<file path="src/sv/udph_pkg.sv">
package udph_pkg;

	localparam logic [7:0]  VER_IHL     = 8'h45;
	localparam logic [7:0]  TTL_VALUE   = 8'd64;
	localparam logic [7:0]  PROTO_UDP   = 8'd17;
	localparam logic [16:0] HDR_LEN     = 17'd28;
	localparam logic [16:0] UDP_HDR_LEN = 17'd8;
	localparam logic [4:0]  LAST_OFFSET = 5'd27;
	localparam logic [15:0] MAX_LEN_RST = 16'd1500;
	localparam logic [15:0] COUNT_SAT   = 16'hFFFF;

	// header generator sequence
	typedef enum logic [2:0] {
		GEN_IDLE,
		GEN_LEN,
		GEN_SUM,
		GEN_FOLD,
		GEN_EMIT
	} gen_state_t;

	// datagram summary handed over on the last payload beat
	typedef struct packed {
		logic [31:0] src_addr;
		logic [31:0] dst_addr;
		logic [15:0] src_port;
		logic [15:0] dst_port;
		logic [15:0] count;
		logic [15:0] sum;
	} udph_req_t;

	// ones-complement fold of a sum of at most 20 bits
	function automatic logic [15:0] fold20(input logic [19:0] x);
		logic [16:0] s1;
		logic [16:0] s2;
		begin
			s1 = {1'b0, x[15:0]} + {13'd0, x[19:16]};
			s2 = {1'b0, s1[15:0]} + {16'd0, s1[16]};
			return s2[15:0];
		end
	endfunction

endpackage

</file>
<file path="src/sv/udph_hdr_gen.sv">
module udph_hdr_gen (
	input  logic                  clk,
	input  logic                  arst_n,
	input  logic                  req_valid,
	input  udph_pkg::udph_req_t   req,
	input  logic [15:0]           max_len,
	output logic                  busy,
	output logic                  out_valid,
	input  logic                  out_ready,
	output logic [7:0]            header_byte,
	output logic [4:0]            header_offset,
	output logic                  run_end,
	output logic                  too_long
);
	import udph_pkg::*;

	gen_state_t  state_q, state_d;
	udph_req_t   req_q;
	logic [15:0] total_q;
	logic [15:0] ulen_q;
	logic        too_long_q;
	logic [17:0] addr_sum_q;
	logic [19:0] ip_raw_q;
	logic [19:0] udp_raw_q;
	logic [15:0] hc_q;
	logic [15:0] uc_q;
	logic [4:0]  off_q;
	logic        done;

	logic [16:0] total_w;
	logic [16:0] ulen_w;

	assign total_w = HDR_LEN + {1'b0, req_q.count};
	assign ulen_w  = UDP_HDR_LEN + {1'b0, req_q.count};
	assign done    = too_long_q || (off_q == LAST_OFFSET);

	// state register
	always_ff @(posedge clk or negedge arst_n) begin
		if (!arst_n) begin
			state_q <= GEN_IDLE;
		end else begin
			state_q <= state_d;
		end
	end

	// next state
	always_comb begin
		state_d = state_q;
		unique case (state_q)
			GEN_IDLE: begin
				if (req_valid) state_d = GEN_LEN;
			end
			GEN_LEN:  state_d = GEN_SUM;
			GEN_SUM:  state_d = GEN_FOLD;
			GEN_FOLD: state_d = GEN_EMIT;
			GEN_EMIT: begin
				if (out_ready && done) state_d = GEN_IDLE;
			end
			default:  state_d = GEN_IDLE;
		endcase
	end

	// length, sums, checksums and byte position
	always_ff @(posedge clk or negedge arst_n) begin
		if (!arst_n) begin
			off_q <= '0;
		end else begin
			if (state_q == GEN_FOLD) begin
				off_q <= '0;
			end else if (state_q == GEN_EMIT && out_ready && !done) begin
				off_q <= off_q + 5'd1;
			end
		end
	end

	always_ff @(posedge clk) begin
		if (state_q == GEN_IDLE && req_valid) begin
			req_q <= req;
		end
		if (state_q == GEN_LEN) begin
			total_q    <= total_w[15:0];
			ulen_q     <= ulen_w[15:0];
			too_long_q <= total_w > {1'b0, max_len};
			addr_sum_q <= {2'b0, req_q.src_addr[31:16]} + {2'b0, req_q.src_addr[15:0]}
				+ {2'b0, req_q.dst_addr[31:16]} + {2'b0, req_q.dst_addr[15:0]};
		end
		if (state_q == GEN_SUM) begin
			ip_raw_q  <= {4'd0, VER_IHL, 8'd0} + {4'd0, TTL_VALUE, PROTO_UDP}
				+ {4'd0, total_q} + {2'd0, addr_sum_q};
			udp_raw_q <= {2'd0, addr_sum_q} + {12'd0, PROTO_UDP}
				+ {3'd0, ulen_q, 1'b0} + {4'd0, req_q.src_port}
				+ {4'd0, req_q.dst_port} + {4'd0, req_q.sum};
		end
		if (state_q == GEN_FOLD) begin
			hc_q <= ~fold20(ip_raw_q);
			uc_q <= ~fold20(udp_raw_q);
		end
	end

	// header byte select
	always_comb begin
		header_byte = 8'd0;
		if (!too_long_q) begin
			case (off_q)
				5'd0:  header_byte = VER_IHL;
				5'd2:  header_byte = total_q[15:8];
				5'd3:  header_byte = total_q[7:0];
				5'd8:  header_byte = TTL_VALUE;
				5'd9:  header_byte = PROTO_UDP;
				5'd10: header_byte = hc_q[15:8];
				5'd11: header_byte = hc_q[7:0];
				5'd12: header_byte = req_q.src_addr[31:24];
				5'd13: header_byte = req_q.src_addr[23:16];
				5'd14: header_byte = req_q.src_addr[15:8];
				5'd15: header_byte = req_q.src_addr[7:0];
				5'd16: header_byte = req_q.dst_addr[31:24];
				5'd17: header_byte = req_q.dst_addr[23:16];
				5'd18: header_byte = req_q.dst_addr[15:8];
				5'd19: header_byte = req_q.dst_addr[7:0];
				5'd20: header_byte = req_q.src_port[15:8];
				5'd21: header_byte = req_q.src_port[7:0];
				5'd22: header_byte = req_q.dst_port[15:8];
				5'd23: header_byte = req_q.dst_port[7:0];
				5'd24: header_byte = ulen_q[15:8];
				5'd25: header_byte = ulen_q[7:0];
				5'd26: header_byte = uc_q[15:8];
				5'd27: header_byte = uc_q[7:0];
				default: header_byte = 8'd0;
			endcase
		end
	end

	// result beat
	assign busy          = (state_q != GEN_IDLE);
	assign out_valid     = (state_q == GEN_EMIT);
	assign header_offset = off_q;
	assign run_end       = done;
	assign too_long      = too_long_q;

endmodule

</file>
<file path="src/sv/ipv4_udp_header_builder_unit.sv">
// Payload beats that are not the last are absorbed at one beat per cycle.
// A last beat starts the header: the generator passes its length, sum and fold states,
// then gives 28 header beats (or one error beat), one per cycle with no stall downstream.
// Payload of the next datagram is taken meanwhile; its last beat waits until
// the previous header has fully left the generator.
// Asynchronous reset clears the running sum and count and sets the maximum to 1500.
module ipv4_udp_header_builder_unit (
	input  logic        clk,
	input  logic        arst_n,
	input  logic        in_valid,
	output logic        in_ready,
	input  logic [7:0]  payload_byte,
	input  logic        last_byte,
	input  logic [31:0] source_address,
	input  logic [31:0] dest_address,
	input  logic [15:0] source_port,
	input  logic [15:0] dest_port,
	input  logic        cfg_wr_en,
	input  logic [15:0] cfg_wr_data,
	output logic        out_valid,
	input  logic        out_ready,
	output logic [7:0]  header_byte,
	output logic [4:0]  header_offset,
	output logic        run_end,
	output logic        too_long
);
	import udph_pkg::*;

	logic [15:0] max_len_q;
	logic [15:0] sum_q;
	logic [15:0] count_q;
	logic [7:0]  held_q;
	logic        odd_q;

	logic        gen_busy;
	logic        accept;
	logic [15:0] word;
	logic [15:0] sum_next;
	logic [15:0] count_next;
	udph_req_t   req;

	// a last beat waits while a header is still in flight
	assign in_ready = !(gen_busy && last_byte);
	assign accept   = in_valid && in_ready;

	// word to add: a completed pair, or a lone high byte at the end
	assign word       = odd_q ? {held_q, payload_byte} : {payload_byte, 8'd0};
	assign sum_next   = fold20({4'd0, sum_q} + {4'd0, word});
	assign count_next = (count_q == COUNT_SAT) ? count_q : count_q + 16'd1;

	// maximum length register
	always_ff @(posedge clk or negedge arst_n) begin
		if (!arst_n) begin
			max_len_q <= MAX_LEN_RST;
		end else if (cfg_wr_en) begin
			max_len_q <= cfg_wr_data;
		end
	end

	// running sum and byte count
	always_ff @(posedge clk or negedge arst_n) begin
		if (!arst_n) begin
			sum_q   <= '0;
			count_q <= '0;
			held_q  <= '0;
			odd_q   <= 1'b0;
		end else if (accept) begin
			if (last_byte) begin
				sum_q   <= '0;
				count_q <= '0;
				held_q  <= '0;
				odd_q   <= 1'b0;
			end else begin
				count_q <= count_next;
				if (odd_q) begin
					sum_q <= sum_next;
					odd_q <= 1'b0;
				end else begin
					held_q <= payload_byte;
					odd_q  <= 1'b1;
				end
			end
		end
	end

	// datagram summary for the header generator
	assign req.src_addr = source_address;
	assign req.dst_addr = dest_address;
	assign req.src_port = source_port;
	assign req.dst_port = dest_port;
	assign req.count    = count_next;
	assign req.sum      = sum_next;

	udph_hdr_gen u_hdr_gen (
		.clk           (clk),
		.arst_n        (arst_n),
		.req_valid     (accept && last_byte),
		.req           (req),
		.max_len       (max_len_q),
		.busy          (gen_busy),
		.out_valid     (out_valid),
		.out_ready     (out_ready),
		.header_byte   (header_byte),
		.header_offset (header_offset),
		.run_end       (run_end),
		.too_long      (too_long)
	);

endmodule

</file>
<file path="config.mk">
export PLATFORM = sky130hd
export DESIGN_NAME = ipv4_udp_header_builder_unit
export DESIGN_NICKNAME = d
export VERILOG_FILES = /design/src/sv/udph_pkg.sv /design/src/sv/udph_hdr_gen.sv /design/src/sv/ipv4_udp_header_builder_unit.sv
export SDC_FILE = /design/constraint.sdc
export NUM_CORES = 1
export LEC_CHECK = 0
export BUFFER_PORTS_ARGS = -buffer_cell sky130_fd_sc_hd__buf_2
export CORE_MARGIN = 4
export CORE_UTILIZATION = 45
export DETAILED_ROUTE_END_ITERATION = 8
export PLACE_DENSITY_LB_ADDON = 0.05
export SYNTH_ARGS = -nofsm -noshare
export SYNTH_HDL_FRONTEND = slang
export SYNTH_SLANG_ARGS = --single-unit
</file>
<file path="constraint.sdc">
create_clock -name clk -period 13.4 [get_ports clk]
set_input_delay 2.01 -clock clk [delete_from_list [all_inputs] [get_ports clk]]
set_output_delay 2.01 -clock clk [all_outputs]
set_load 0.02 [all_outputs]
</file>
==> flow_summary.json <==
{
  "dr.pass1.iters": 5,
  "powerDensity_mw_per_mm2": 280.9,
  "multi_input_area_mm2": 0.01032,
  "start_kind": "input pin",
  "synthFlopType": "edfxtp_1",
  "insertion_delay_ns": 0.57,
  "dr.first_iter.drc_count": 1436,
  "initial_utilization_pct": 45.70,
  "synth_commonest_cells": "edfxtp_1, inv_1, nand2_1",
  "antenna_found_initial": 0,
  "fillers": 4101,
  "cp_num_buf_inv": 2,
  "top_layer": "met4",
  "synth_seq_cells": 313,
  "slowest_delay_ns": 0.43,
  "h-tree-depth": 2,
  "cp.arrival_ns": 7.73,
  "syn-instance-count": 1876,
  "worstMarginPinSlew_ns": 1.169,
  "clock_path_buffers": 3,
  "vias": 15030,
  "coreArea_mm2": 0.04432,
  "drcViolationCount": 0,
  "critPathSlowestCell": "or3_1",
  "ys_types": 79,
  "outcome": "completed",
  "hold_depth": 0,
  "synth_edf_count": 248,
  "rr_worst_depth": 27,
  "grt_pass1_wl_um": 89600,
  "via_per_inst": 5.683,
  "grt_setup_unrepaired": "false",
  "yosys_warnings": 0,
  "crit_path_end_kind": "flop",
  "place_hpwl_um": 48690,
  "min_period_over_period_pct": 54.39,
  "ys_seq_area_share_pct": 44.84,
  "fp.dieW_um": 220.2,
  "fmax_mhz": 137.2,
  "finalPower_mw": 6.420,
  "required_ns": 13.84,
  "p_leak_nw": 9.319,
  "cts_made_buffers": 37,
  "hold_violations": 0,
  "crit_family": "simple AND/OR/NAND/NOR gates",
  "design.portCount": 143,
  "num-nets-final": 2351,
  "row_count": 77,
  "cts_sinks": 313,
  "synth_top_cell_by_area": "edfxtp_1",
  "grt_max_degree": 66,
  "routed_wl_um": 61300,
  "post_cts_buffers": 0,
  "synth_nets": 2203,
  "diodes": 0,
  "tns_ns": 0,
  "dpl-instance-area_mm2": 0.02163,
  "finClkSkew_ns": 0.01622,
  "clk_pin_slew_ns": 0.06,
  "wl_per_cell_um": 23.19,
  "drive_above_1_share_pct": 12.23,
  "fin_crit_ns": 7.288,
  "ctsHoldBuffers": 0,
  "cts_root_buffer": "clkbuf_16",
  "yosysMostFrequentCell": "edfxtp_1",
  "ir_drop_mv": 0.2489,
  "ant_nets": 0,
  "grt-ovfl-total": 0,
  "max-cap-violations": 0,
  "final_cell_area_mm2": 0.02285,
  "cp.depth": 28,
  "drv_slew": 0,
  "detail_route.wirelength.met1_um": 26920,
  "numPortBuffers": 142,
  "path_max_fanout": 6,
  "cp_common_cell": "ha_1",
  "grt.total_usage_pct": 25.12,
  "whs_ns": 0.4736,
  "dieArea_mm2": 0.04847,
  "wl_met2_um": 26360,
  "place.gp.congestion": 0.9721,
  "cts_tree": "done",
  "worstSetupPathType": "input pin to flop",
  "ys_top_cells_by_area": "edfxtp_1, ha_1, dfrtp_1, fa_1, xnor2_1",
  "fp.dieH_um": 220.2,
  "wl_met3_um": 4997,
  "slew_headroom_pct": 22.06,
  "async_flop_share_pct": 20.77,
  "area_growth_pct": 12.83,
  "grt_pass1_vias": 14470,
  "setup_viol": 0,
  "seq_area_mm2": 0.009082,
  "netlist.area_leader.share_pct": 36.77,
  "cts_resized": 0,
  "syn_area_mm2": 0.02025,
  "avgSynthCellArea_um2": 10.80,
  "hp-class": "flop to flop"
}
==> per-layer routing <==
layer,track usage [%],vias up
met5,0,-
met4,10.70,0
met3,5.672,148
met2,37.75,602
met1,35.22,7223
li1,-,7053
==> worst paths after layout <==
kind,from,endpoint,slack (ns)
max,payload_byte[0],sum_q[15],6.11
min,u_hdr_gen.req_q[17],u_hdr_gen.ulen_q[1],0.47
max reg2reg,odd_q,sum_q[15],6.80
min reg2reg,u_hdr_gen.req_q[17],u_hdr_gen.ulen_q[1],0.47
max in group asynchronous,arst_n,max_len_q[5],11.12
min in group asynchronous,arst_n,held_q[5],1.67
==> power breakdown <==
part           switching, mW  internal (mW)
clock network          0.409          0.609
registers              0.348           1.58
logic                   2.01           1.46
==> layout by cell type (no fill, tap or decap), types with 69 or more instances in the layout <==
cell and count:
edfxtp_1 248, buf_2 142, inv_1 187, fa_1 69, xor2_1 73, nor2_1 129, nand2_1 137, xnor2_1 132
o21ai_0 77, ha_1 132
==> registers in the layout, indices dropped and copies added (netlist names) <==
| register | flops |
|---|---|
| count_q | 16 |
| u_hdr_gen.addr_sum_q | 18 |
| u_hdr_gen.hc_q | 16 |
| u_hdr_gen.ip_raw_q | 19 |
| sum_q | 16 |
| held_q | 8 |
| u_hdr_gen.udp_raw_q | 20 |
| u_hdr_gen.state_q | 3 |
| odd_q | 1 |
| u_hdr_gen.uc_q | 16 |
| u_hdr_gen.header_offset | 5 |
| u_hdr_gen.total_q | 14 |
| max_len_q | 16 |
| u_hdr_gen.req_q | 128 |
| u_hdr_gen.ulen_q | 16 |
| u_hdr_gen.too_long | 1 |
==> layout make-up <==
cell class,instances,share of cell area [%]
Tap cell,592,3.241
Timing Repair Buffer,151,3.406
Inverter,187,3.072
Clock inverter,23,1.199
Clock buffer,44,4.167
Sequential cell,313,39.74
Multi-Input combinational cell,1334,45.17
==> metrics by stage <==
step | util (%) | setup WS, ns | instances
finish | 51.56 | 6.112 | 2644
global route | 51.56 | 5.683 | 2644
CTS | 51.56 | 6.083 | 2644
detailed placement | 48.80 | 5.508 | 2577
global placement | 48.80 | 5.605 | 2577
floorplan | - | 4.655 | 1876
==> cell families after synthesis <==
logic type | share of synthesized area [%]
fa+ha+maj | 14.97
simple gates | 12.43
flops | 44.84
mux | 0.9082
buf+inv | 4.263
compound gates | 13.63
xor+xnor | 8.945
(Power assumes the default switching activity.)
